### src/rtl/hlns_pkg.sv
`default_nettype none
package hlns_pkg;

  localparam int TABLES_DEF     = 8;
  localparam int PLANES_DEF     = 4;
  localparam int DIM_DEF        = 16;
  localparam int MAX_POINTS_DEF = 32;

  localparam int ACT_W   = 2;
  localparam int TIDX_W  = 3;
  localparam int PIDX_W  = 2;
  localparam int DIDX_W  = 4;
  localparam int COEF_W  = 11;
  localparam int PT_W    = 16;
  localparam int DIST_W  = 5;
  localparam int CFG_IDX_W  = 2;
  localparam int CFG_DATA_W = 5;

  localparam logic [ACT_W-1:0] ACT_LOAD   = 2'd0;
  localparam logic [ACT_W-1:0] ACT_INSERT = 2'd1;
  localparam logic [ACT_W-1:0] ACT_QUERY  = 2'd2;
  localparam logic [ACT_W-1:0] ACT_CLEAR  = 2'd3;

  localparam logic [CFG_IDX_W-1:0] REG_DIMS   = 2'd0;
  localparam logic [CFG_IDX_W-1:0] REG_PLANES = 2'd1;
  localparam logic [CFG_IDX_W-1:0] REG_TABLES = 2'd2;
  localparam logic [CFG_IDX_W-1:0] REG_LIMIT  = 2'd3;

  // controller to datapath commands
  typedef struct packed {
    logic take_in;     // latch request
    logic load_wr;     // write coefficient
    logic sum_clr;     // clear plane accumulators
    logic sum_acc;     // accumulate one dim (coef read in prior cycle)
    logic key_done;    // fold accumulators into key
    logic key_wr;      // insert: write key for current table
    logic pt_wr;       // insert: write point, bump count
    logic cnt_clr;     // clear points
    logic cmp;         // query: compare one stored point
    logic res_load;    // load result register
  } hlns_cmd_t;

  typedef struct packed {
    logic full;
  } hlns_sts_t;

endpackage
`default_nettype wire

### src/rtl/hlns_ctrl.sv
`default_nettype none
module hlns_ctrl #(
  parameter int TABLES     = hlns_pkg::TABLES_DEF,
  parameter int PLANES     = hlns_pkg::PLANES_DEF,
  parameter int DIM        = hlns_pkg::DIM_DEF,
  parameter int MAX_POINTS = hlns_pkg::MAX_POINTS_DEF,
  localparam int TW = (TABLES > 1) ? $clog2(TABLES) : 1,
  localparam int DW = (DIM > 1) ? $clog2(DIM) : 1,
  localparam int AW = (MAX_POINTS > 1) ? $clog2(MAX_POINTS) : 1,
  localparam int CW = $clog2(MAX_POINTS + 1)
) (
  input  wire                        clk,
  input  wire                        rst_n,
  input  wire                        in_valid,
  output logic                       in_ready,
  input  wire [hlns_pkg::ACT_W-1:0]  in_action,
  output logic                       out_valid,
  input  wire                        out_ready,
  input  wire [hlns_pkg::DIST_W-1:0] dims_eff,
  input  wire [hlns_pkg::DIST_W-1:0] tables_eff,
  input  wire [CW-1:0]               count,
  input  wire hlns_pkg::hlns_sts_t   sts,
  output hlns_pkg::hlns_cmd_t        cmd,
  output logic [TW-1:0]              t_idx,
  output logic [DW-1:0]              d_idx,
  output logic [AW-1:0]              p_idx
);
  localparam logic [3:0] S_IDLE  = 4'd0;
  localparam logic [3:0] S_DEC   = 4'd1;
  localparam logic [3:0] S_HCLR  = 4'd2;
  localparam logic [3:0] S_HSUM  = 4'd3;
  localparam logic [3:0] S_HLAST = 4'd4;
  localparam logic [3:0] S_HKEY  = 4'd5;
  localparam logic [3:0] S_IWR   = 4'd6;
  localparam logic [3:0] S_QRD   = 4'd7;
  localparam logic [3:0] S_QCMP  = 4'd8;
  localparam logic [3:0] S_NEXT  = 4'd9;
  localparam logic [3:0] S_RES   = 4'd10;
  localparam logic [3:0] S_OUT   = 4'd11;

  logic [3:0]             state_r, state_nxt;
  logic [hlns_pkg::ACT_W-1:0] act_r, act_nxt;
  logic [TW:0]            t_r, t_nxt;
  logic [DW:0]            d_r, d_nxt;
  logic [CW-1:0]          p_r, p_nxt;   // points left to walk

  always_ff @(posedge clk) begin
    if (!rst_n) begin
      state_r <= S_IDLE;
      act_r   <= hlns_pkg::ACT_LOAD;
      t_r <= '0; d_r <= '0; p_r <= '0;
    end else begin
      state_r <= state_nxt;
      act_r   <= act_nxt;
      t_r <= t_nxt; d_r <= d_nxt; p_r <= p_nxt;
    end
  end

  assign t_idx = t_r[TW-1:0];
  assign d_idx = d_r[DW-1:0];
  assign p_idx = AW'(p_r - 1'b1);
  assign in_ready  = (state_r == S_IDLE);
  assign out_valid = (state_r == S_OUT);

  logic t_last;
  assign t_last = (32'(t_r) + 1 >= ((act_r == hlns_pkg::ACT_INSERT) ? TABLES
                                     : 32'(tables_eff)));

  always_comb begin
    state_nxt = state_r;
    act_nxt = act_r;
    t_nxt = t_r; d_nxt = d_r; p_nxt = p_r;
    cmd = '0;
    unique case (state_r)
      S_IDLE: begin
        if (in_valid) begin
          cmd.take_in = 1'b1;
          act_nxt = in_action;
          state_nxt = S_DEC;
        end
      end
      S_DEC: begin
        t_nxt = '0; d_nxt = '0;
        unique case (act_r)
          hlns_pkg::ACT_LOAD: begin
            cmd.load_wr = 1'b1;
            state_nxt = S_RES;
          end
          hlns_pkg::ACT_CLEAR: begin
            cmd.cnt_clr = 1'b1;
            state_nxt = S_RES;
          end
          hlns_pkg::ACT_INSERT: state_nxt = sts.full ? S_RES : S_HCLR;
          default: state_nxt = (tables_eff == '0) ? S_RES : S_HCLR;
        endcase
      end
      // hash one table: read dims in turn, accumulate one behind
      S_HCLR: begin
        cmd.sum_clr = 1'b1;
        d_nxt = '0;
        state_nxt = (dims_eff == '0) ? S_HKEY : S_HSUM;
        if (dims_eff != '0) d_nxt = (DW+1)'(1);
      end
      S_HSUM: begin
        cmd.sum_acc = 1'b1;
        if (32'(d_r) >= 32'(dims_eff)) state_nxt = S_HLAST;
        else d_nxt = d_r + 1'b1;
      end
      S_HLAST: state_nxt = S_HKEY;
      // insert points p_idx at the new slot, query at the newest point
      S_HKEY: begin
        cmd.key_done = 1'b1;
        p_nxt = (act_r == hlns_pkg::ACT_INSERT) ? count + 1'b1 : count;
        state_nxt = (act_r == hlns_pkg::ACT_INSERT) ? S_IWR
                    : ((count == '0) ? S_NEXT : S_QRD);
      end
      S_IWR: begin
        cmd.key_wr = 1'b1;
        state_nxt = S_NEXT;
      end
      S_QRD: state_nxt = S_QCMP;
      S_QCMP: begin
        cmd.cmp = 1'b1;
        p_nxt = p_r - 1'b1;
        state_nxt = (p_r == CW'(1)) ? S_NEXT : S_QRD;
      end
      // next table starts reading at dim zero
      S_NEXT: begin
        if (t_last) begin
          if (act_r == hlns_pkg::ACT_INSERT) cmd.pt_wr = 1'b1;
          state_nxt = S_RES;
        end else begin
          t_nxt = t_r + 1'b1;
          d_nxt = '0;
          state_nxt = S_HCLR;
        end
      end
      S_RES: begin
        cmd.res_load = 1'b1;
        state_nxt = S_OUT;
      end
      S_OUT: if (out_ready) state_nxt = S_IDLE;
      default: state_nxt = S_IDLE;
    endcase
  end
endmodule
`default_nettype wire

### config.mk
export PLATFORM = sky130hd
export DESIGN_NAME = hlns_ctrl
export DESIGN_NICKNAME = d
export VERILOG_FILES = /design/src/rtl/hlns_pkg.sv /design/src/rtl/hlns_ctrl.sv
export SDC_FILE = /design/constraint.sdc
export NUM_CORES = 1
export LEC_CHECK = 0
export ABC_AREA = 1
export BUFFER_PORTS_ARGS = -buffer_cell sky130_fd_sc_hd__buf_2
export CORE_MARGIN = 1.5
export CORE_UTILIZATION = 49
export DETAILED_ROUTE_END_ITERATION = 10
export GPL_TIMING_DRIVEN = 1
export PLACE_DENSITY = 0.77
export SLEW_MARGIN = 20
export SYNTH_ARGS = -nofsm -noshare
export SYNTH_HDL_FRONTEND = slang
export SYNTH_SLANG_ARGS = --single-unit
### constraint.sdc
create_clock -name clk -period 2 [get_ports clk]
set_input_delay 0.1 -clock clk [delete_from_list [all_inputs] [get_ports clk]]
set_output_delay 0.1 -clock clk [all_outputs]
set_load 0.01 [all_outputs]
==> out/summary.txt, run 1 <==
slew margin rel. -> 70.1%
CTS tree -> built
clk_lat worst skew -> 0.26 ns
Critical Path Source -> act_r[1]
Die Width -> 65.4 um
DRC viols -> 0
Die Y -> 65.4 um
nets -> 379
Setup TNS -> 0 ns
Max clock buf depth -> 2
CTS clk-pin slew, worst paths -> 0.08 ns
Startpoint Class -> flip-flop
WHS Endpoint -> act_r[1]
worst r2r path cells -> 13
Final period util -> 99.8%
clk sink count -> 21
final number of setup-violating endpoints -> 0
row cnt -> 22
Mean Syn Cell Area -> 6.75 um^2
maximum clock frequency -> 501 MHz
Hold Path Class -> in -> reg
max-slew violations -> 0
Area Overhead vs Synth -> 28.2%
crit path cell chain -> inv_2 > ha_4 > buf_6 > nor2_4 > ha_4 > nand2_2 > nor2_1 > nand2_2 > nand3_2 > nand2_2 > nor2_1 > buf_2
max-cap violations -> 0
R2R Setup Slk -> 0.07 ns
Worst R2R Start -> act_r[1]
Sw Share -> 48.8%
critical path type -> reg -> out
DRT iter0 DRCs -> 60
status -> complete, no violations
Seq cells post-synth -> 21
post-layout min period -> 2.00 ns
core area -> 3720 um^2
register area share after synthesis -> 22.0%
hold_buf cts -> 0
GRT overflow -> 0
port bufs -> 46
syn_nets -> 326
Detailed Route WL -> 4890 um
Comb power frac -> 64.7%
WP data required -> 1.90 ns
share of layout cells above drive strength 1 -> 35.2%
Buffers & Inverters on Critical Path -> 3
Synth Instances -> 283
Hold Vio Cnt, Final -> 0
most common cell after layout, fill and taps aside -> nand2_1
Crit Path Max Fanout -> 3
GRT Total Usage -> 21.5%
Hold Path Depth -> 3
Cell Int Power -> 1.27 mW
Synth Cell Area -> 1910 um^2
CTS Buf Count -> 3
RD Place Congestion -> 0.878
first-pass GRT wire length -> 7150 um
cell with the largest stage delay on the worst path -> dfxtp_2
number of antenna violations at the first check in global routing -> 0
largest net degree at the start of global routing -> 14
detailed-router iteration count before antenna repair -> 4
Net Sw Power -> 1.21 mW
number of global-route vias before repair -> 1656
htree depth -> 1
clock share of power -> 11.1%
die area -> 4280 um^2
most frequent cells in the layout -> nand2_1 (47), buf_2 (46), nor2_1 (38)
PD cells -> 1010 nW/um^2
Initial Util -> 51.4%
Place WS -> 0.00465 ns
Wirelength per Cell -> 12.8 um
Top Ports -> 47
CP top delay family -> simple AND/OR/NAND/NOR gates
Post-DRT Antenna Nets -> 0
Peak VDD IR -> 0.756 mV
Worst Setup End Kind -> primary output
RR Endpoint -> t_r[0]
Vias/cell -> 5.12
via total after detailed routing -> 1961
slowest cell delay on critical path -> 0.33 ns
Fill cells -> 316
crit path setup slack, layout -> 0.00387 ns
critical path arrival -> 1.90 ns
crit-path most repeated cell -> nand2_2
clock root cell -> clkbuf_8
Inserted Diodes -> 0
Leak -> 1.19 nW
post-layout util -> 65.9%
Worst Tran Pin Value -> 0.449 ns
Syn. warnings -> 0
synth unique cells -> 33
part of the power in registers -> 24.2%
hold path start -> in_action[1]
Layout Skew -> 0.0102 ns
DPL Wire Length -> 3530 um
-- worst min-delay path: stages --
cell and delay, ns:
buf_2 0.07, o21ai_0 0.07, a21oi_1 0.10
-- repair_timing --
action                                  CTS  global route
hold endpoints to repair                  0             0
pin swaps                                 2            11
gates resized for setup                  11            30
setup buffers                             3             4
endpoints found under the setup margin    6            11
-- area by class of cell --
| class | count | area (um^2) | share of cell area (%) |
|---|---|---|---|
| tap | 48 | 60.1 | 2.45 |
| inverter | 43 | 171 | 7.00 |
| clock buffer | 3 | 41.3 | 1.69 |
| multi-input combinational | 210 | 1430 | 58.2 |
| sequential | 21 | 429 | 17.5 |
| timing repair buffer | 57 | 317 | 12.9 |
| clock inverter | 1 | 5.00 | 0.204 |
-- registers in the layout, indices dropped and copies added, names as in the netlist --
register,flops
p_r,6
act_r,2
t_r,4
state_r,4
d_r,5
-- cells by family after synthesis --
family | Yosys count | synth area share [%]
AND/OR/NAND/NOR | 136 | 35.6
buffers and inverters | 52 | 12.3
AO/OA/AOI/OAI | 45 | 12.8
flip-flops | 21 | 22.0
adder cells (fa/ha/maj) | 20 | 13.1
XOR/XNOR | 9 | 4.13
-- through the flow --
step | hold WS, ns | total power [mW] | area, um^2 | instances
after CTS | 0.112 | 2.33 | 2260 | 379
final | 0.112 | 2.48 | 2450 | 383
after detailed placement | 0.390 | 2.01 | 2160 | 372
after floorplan | 0.198 | 1.63 | 1910 | 283
after global routing | 0.144 | 2.68 | 2450 | 383
after global placement | 0.385 | 1.99 | 2160 | 372
-- synth_stat cells (all sizes together) --
cell type    instances  area (um^2)
nand2               63          274
nor2                47          241
inv                 43          166
a21oi               21          109
dfxtp               21          420
ha                  20          250
o21ai               18         90.1
nand3               17         90.1
buf                  8         60.1
xor2                 7         61.3
nand4                4         40.0
a211oi               2         20.0
a31oi                2         12.5
nor3                 2         15.0
or2                  2         12.5
xnor2                2         17.5
dlygate4sd1          1         8.76
nand3b               1         7.51
o211ai               1         7.51
o22ai                1         6.26
-- power groups by stage --
stage          combinational (mW)  sequential [mW]  clock [mW]
2_1_floorplan                1.04            0.588           0
5_1_grt                      1.76            0.608       0.307
3_3_place_gp                 1.39            0.598           0
4_1_cts                      1.44            0.599       0.286
3_5_place_dp                 1.41            0.600           0
6_report                     1.61            0.600       0.276
-- metal layers --
metal	vias up	track usage (%)	part of all wire [%]
met5	-	0	0
met4	0	6.51	2.7
met3	14	4.11	4.5
met2	57	39.0	51
met1	883	25.4	41
li1	1007	-	-
-- worst max-delay path by stage --
stage	end	slack, ns	cells past startpoint
6_report	cmd[3]	0.004	12
5_1_grt	cmd[3]	-0.09	11
4_1_cts	cmd[3]	0.02	12
3_5_place_dp	d_r[2]	0.005	13
3_3_place_gp	d_r[2]	0.08	11
2_1_floorplan	d_r[2]	0.02	12
No activity file was read; power rests on OpenSTA's default activity.
==> inputs of run 2 (changes only) <==
--- a/config.mk
+++ b/config.mk
@@ -5,13 +5,12 @@
 export SDC_FILE = /design/constraint.sdc
 export NUM_CORES = 1
 export LEC_CHECK = 0
-export ABC_AREA = 1
 export BUFFER_PORTS_ARGS = -buffer_cell sky130_fd_sc_hd__buf_2
 export CORE_MARGIN = 1.5
-export CORE_UTILIZATION = 49
+export CORE_UTILIZATION = 48
 export DETAILED_ROUTE_END_ITERATION = 10
 export GPL_TIMING_DRIVEN = 1
-export PLACE_DENSITY = 0.77
+export PLACE_DENSITY = 0.76
 export SLEW_MARGIN = 20
 export SYNTH_ARGS = -nofsm -noshare
 export SYNTH_HDL_FRONTEND = slang
==> out/summary.txt, run 2 <==
FFs w/ async S/R, synth -> 0%
Post-DRT Antenna Nets -> 0
Cell Int Power -> 1.26 mW
Syn. warnings -> 0
Inserted Diodes -> 0
clk sink count -> 21
WHS Endpoint -> act_r[0]
Sw Share -> 43.9%
maximum clock frequency -> 490 MHz
number of synthesized flops with an enable pin -> 0
Hold Path Class -> in -> reg
Initial Util -> 50.5%
Synth Cell Area -> 1860 um^2
violated checks -> setup timing
largest net degree at the start of global routing -> 16
detailed-router iteration count before antenna repair -> 6
CTS Buf Count -> 3
CTS clk-pin slew, worst paths -> 0.09 ns
top-count cell post-synth -> nand2_1
Top Ports -> 47
Critical Path Source -> act_r[1]
synth unique cells -> 48
Hold Path Depth -> 3
most frequent cells in the layout -> buf_2 (46), nand2_1 (29), buf_4 (22)
row cnt -> 22
FF+latch area -> 424 um^2
part of the power in registers -> 27.1%
Worst Setup End Kind -> primary output
Detailed Route WL -> 4480 um
Area Overhead vs Synth -> 31.3%
via total after detailed routing -> 1898
post-layout min period -> 2.04 ns
syn_nets -> 289
Crit Path Max Fanout -> 6
DRT iter0 DRCs -> 65
Hold Vio Cnt, Final -> 0
Leak -> 1.19 nW
RSZ-0062 raised after global routing -> yes
CTS tree -> built
Synth Instances -> 246
max-slew violations -> 0
Post-synth top flop -> dfxtp_1
Largest Register -> p_r
clock root cell -> clkbuf_8
clk_lat worst skew -> 0.27 ns
Layout Skew -> 0.0128 ns
htree depth -> 1
Largest regs -> p_r (6), d_r (5)
Worst Tran Pin Value -> 0.473 ns
synth top area cells -> dfxtp_1 (23%), ha_1 (13%), nand2_1 (6.0%)
Peak VDD IR -> 0.849 mV
Net Sw Power -> 0.984 mW
Post-synth top cells -> nand2_1 (30), dfxtp_1 (21), ha_1 (20), inv_1 (20), nor2_1 (18)
max-cap violations -> 0
Fill cells -> 338
register area share after synthesis -> 22.6%
met2 usage -> 41.5%
PD cells -> 916 nW/um^2
Synth top area share -> 22.6%
crit path setup slack, layout -> -0.0421 ns
first-pass GRT wire length -> 7600 um
Comb power frac -> 60.3%
number of flip-flops in the largest register -> 6
core area -> 3690 um^2
port bufs -> 46
Top Usage Layer GRT -> met2
area of the multi-input gates -> 1430 um^2
worst hold slack -> 0.0679 ns
die area -> 4260 um^2
clock share of power -> 12.6%
hold_buf cts -> 0
WP data required -> 1.90 ns
Die Y -> 65.3 um
Startpoint Class -> flip-flop
RD Place Congestion -> 0.829
Synth area leader -> dfxtp_1
Seq cells post-synth -> 21
hold path start -> in_action[0]
Max clock buf depth -> 2
R2R Setup Slk -> 0 ns
GRT Total Usage -> 22.2%
critical path arrival -> 1.94 ns
DPL Wire Length -> 3540 um
critical path type -> reg -> out
RR Endpoint -> d_r[4]
most common cell after layout, fill and taps aside -> buf_2
status -> complete, but fails checks
met1 Track Usage GR -> 27.1%
GRT overflow -> 0
DRC viols -> 0
final number of setup-violating endpoints -> 2
Final period util -> 102%
Place WS -> -0.110 ns
Die Width -> 65.3 um
Wirelength per Cell -> 12.8 um
met3 Track Usage GR -> 3.08%
Vias/cell -> 5.41
Mean Syn Cell Area -> 7.57 um^2
share of layout cells above drive strength 1 -> 35.6%
slew margin rel. -> 68.2%
worst r2r path cells -> 9
number of global-route vias before repair -> 1770
number of antenna violations at the first check in global routing -> 0
nets -> 347
Worst R2R Start -> act_r[1]
[run 2: cell types whose count changed after synthesis, moves of 5 or more]
cell / before / now
inv_1: 35 / 20
nor3_1: 1 / 6
nand2_1: 56 / 30
xnor2_1: 2 / 9
nand2b_1: 0 / 8
o21ai_1: 8 / 0
nor2_1: 40 / 18
nand3_1: 16 / 6
and3_1: 0 / 5
a21oi_1: 20 / 14
clkbuf_1: 0 / 5
[run 2: worst max path at each step]
stage / to / slack (ns) / cells after the start
after global routing: d_r[4] / -0.15 / 9
after global placement: d_r[3] / -0.04 / 8
after CTS: cmd[3] / -0.007 / 9
after floorplan: d_r[3] / -0.02 / 10
final: cmd[3] / -0.04 / 9
after detailed placement: d_r[4] / -0.11 / 8
[run 2: through the flow]
| stage | instance area [um^2] | setup TNS, ns | total power, mW | util [%] | instances |
|---|---|---|---|---|---|
| 6_report | 2440 | -0.0426 | 2.24 | 66.3 | 351 |
| 4_1_cts | 2410 | -0.0127 | 2.22 | 65.4 | 351 |
| 5_1_grt | 2440 | -0.702 | 2.43 | 66.3 | 351 |
| 3_5_place_dp | 2280 | -0.383 | 1.91 | 61.9 | 342 |
| 3_3_place_gp | 2280 | -0.0848 | 1.88 | 61.9 | 342 |
| 2_1_floorplan | 1960 | -0.0341 | 1.53 | - | 246 |
[run 2: worst max-delay path: stages, from the launching register on]
cell and delay, ns:
dfxtp_2 0.34, inv_2 0.05, ha_4 0.17, nand2b_4 0.15, ha_4 0.26, nand4_1 0.08
o22a_2 0.26, nand2_2 0.08, and3_4 0.18, buf_6 0.09
[run 2: repair_timing]
item                                    4_1_cts  5_1_grt
pin swaps                                    10        2
gates resized for setup                      13        6
setup buffers                                 5        0
endpoints found under the setup margin        9       10
[run 2: cells by family (layout without fill, tap and decap cells)]
| kind of cell | after synthesis | count (layout) | share of synthesized area, % |
|---|---|---|---|
| xor+xnor | 13 | 13 | 6.12 |
| simple gates | 96 | 96 | 26.7 |
| buf+inv | 38 | 95 | 9.48 |
| mux | 3 | 3 | 1.61 |
| flops | 21 | 21 | 22.6 |
| compound gates | 55 | 55 | 20.0 |
| fa+ha+maj | 20 | 20 | 13.4 |
[run 2: routing by layer]
layer  part of all wire (%)  wire length [um]
met1                     43              1910
met2                     53              2370
met3                    3.5               156
met4                   0.83                37
met5                      0                 0
[run 2: area by class of cell]
type | instances | area share [%]
Clock buffer | 3 | 1.69
Clock inverter | 1 | 0.205
Inverter | 22 | 3.38
Multi-Input combinational cell | 187 | 58.3
Sequential cell | 21 | 17.3
Tap cell | 48 | 2.46
Timing Repair Buffer | 69 | 16.6
[run 2: power by group through the flow]
stage	registers [mW]	clock network, mW	logic (mW)
floorplan	0.573	0	0.962
global placement	0.609	0	1.27
detailed placement	0.612	0	1.30
CTS	0.603	0.289	1.33
global route	0.618	0.311	1.50
finish	0.606	0.282	1.35
==> inputs of run 3 (changes only) <==
==> constraint.sdc (replaced) <==
create_clock -name clk -period 2 [get_ports clk]
set_input_delay 0 -clock clk [delete_from_list [all_inputs] [get_ports clk]]
set_output_delay 0 -clock clk [all_outputs]
set_load 0.01 [all_outputs]
==> out/summary.txt, run 3 (same netlist as run 2, synthesis figures left out) <==
status -> complete, no violations
Die Width -> 65.3 um
most frequent cells in the layout -> buf_2 (46), nand2_1 (30), buf_4 (21)
post-layout min period -> 1.99 ns
Inserted Diodes -> 0
critical path arrival -> 1.99 ns
FF+latch area -> 429 um^2
number of antenna violations at the first check in global routing -> 0
Top Ports -> 47
largest net degree at the start of global routing -> 16
CP top delay family -> simple AND/OR/NAND/NOR gates
Hold Vio Cnt, Final -> 0
routed wl met3 -> 138 um
number of global-route vias before repair -> 1764
crit path setup slack, layout -> 0.0101 ns
Post-Layout Inst Area -> 2460 um^2
max-slew violations -> 0
DPL Wire Length -> 3550 um
Peak VDD IR -> 0.822 mV
crit-path most repeated cell -> ha_4
max-cap violations -> 0
final number of setup-violating endpoints -> 0
Largest Register -> p_r
RD Place Congestion -> 0.814
metal2 WL -> 2450 um
Initial Util -> 50.5%
Worst R2R Start -> act_r[1]
slowest cell delay on critical path -> 0.34 ns
hold path start -> in_valid
Place WS -> -0.134 ns
Critical Path Source -> act_r[1]
RSZ-0062 raised after global routing -> yes
Detailed Route WL -> 4620 um
WP data required -> 2.00 ns
core area -> 3690 um^2
crit path cell chain -> inv_2 > ha_4 > nand2b_4 > ha_4 > nand4_1 > o22a_2 > nand2_1 > and3_1 > buf_2
CTS Buf Count -> 3
Post-DRT Antenna Nets -> 0
Leak -> 1.19 nW
detailed-router iteration count before antenna repair -> 4
CTS clk-pin slew, worst paths -> 0.08 ns
most common cell after layout, fill and taps aside -> buf_2
area of the multi-input gates -> 1430 um^2
PD cells -> 918 nW/um^2
Layout Skew -> 0.00702 ns
cell with the largest stage delay on the worst path -> dfxtp_2
Hold Path Class -> in -> reg
dpl cell area -> 2280 um^2
Buffers & Inverters on Critical Path -> 2
Largest regs -> p_r (6), d_r (5)
die area -> 4260 um^2
htree depth -> 1
GRT Total Usage -> 22.7%
post-layout util -> 66.6%
nets -> 347
total power -> 2.25 mW
DRC viols -> 0
worst r2r path cells -> 9
Worst Tran Pin Value -> 0.447 ns
critical path type -> reg -> out
Crit Path Max Fanout -> 9
DRT iter0 DRCs -> 50
RR Endpoint -> d_r[4]
GRT overflow -> 0
clk sink count -> 21
CTS tree -> built
clk_lat worst skew -> 0.27 ns
maximum clock frequency -> 503 MHz
Die Y -> 65.3 um
Wirelength per Cell -> 13.2 um
Met1 Wirelength -> 1970 um
WHS Endpoint -> act_r[0]
via total after detailed routing -> 1879
number of flip-flops in the largest register -> 6
slew margin rel. -> 70.0%
share of layout cells above drive strength 1 -> 33.3%
Hold Path Depth -> 4
Worst Setup End Kind -> primary output
Area Overhead vs Synth -> 31.9%
clock root cell -> clkbuf_8
R2R Setup Slk -> 0.02 ns
first-pass GRT wire length -> 7650 um
Final period util -> 99.5%
Startpoint Class -> flip-flop
Vias/cell -> 5.35
port bufs -> 46
Top Metal Used -> met4
Fill cells -> 327
Max clock buf depth -> 2
row cnt -> 22
==> run 3: layer usage <==
metal / track usage (%) / vias up
met4: 7.29 / 0
met1: 26.5 / 865
li1: - / 970
met3: 3.60 / 8
met5: 0 / -
met2: 42.1 / 36
==> run 3: per-stage QoR <==
stage	cells	hold WS (ns)	setup TNS (ns)
3_5_place_dp	342	0.250	-0.510
5_1_grt	351	0.0906	-0.311
6_report	351	0.0647	0
2_1_floorplan	246	0.128	-0.0341
3_3_place_gp	342	0.243	-0.0836
4_1_cts	349	0.0621	-0.0441
==> run 3: final cells by class <==
cell class	instances	share of cell area (%)
timing repair buffer	69	16.6
clock buffer	4	1.83
sequential	21	17.5
tap	48	2.45
multi-input combinational	187	58.3
inverter	22	3.36
==> run 3: worst max-delay path by stage <==
stage                  end  cells past startpoint
global placement    d_r[3]                      8
CTS                 d_r[3]                      8
finish              cmd[3]                      9
floorplan           d_r[3]                     10
detailed placement  d_r[4]                      8
global route        d_r[4]                      9
==> run 3: timing repair <==
item,in CTS,in global routing
pin swaps,5,4
endpoints found under the setup margin,11,10
resized for setup,10,7
hold buffers,2,0
setup buffers,1,2
hold endpoints to repair,2,0
==> run 3: where the power goes <==
| group | internal [mW] | total [mW] | switching (mW) | leakage (nW) |
|---|---|---|---|---|
| sequential | 0.500 | 0.625 | 0.126 | 0.173 |
| clock | 0.142 | 0.289 | 0.146 | 0.0228 |
| combinational | 0.627 | 1.34 | 0.712 | 0.995 |
==> run 3: worst reg2reg max path, stage by stage, from the launching register on <==
cell      delay, ns
dfxtp_2        0.34
inv_2          0.05
ha_4           0.18
nand2b_4       0.15
ha_4           0.24
a21oi_2        0.13
and2_4         0.19
a21boi_4       0.07
or4_1          0.42
a21boi_1       0.13
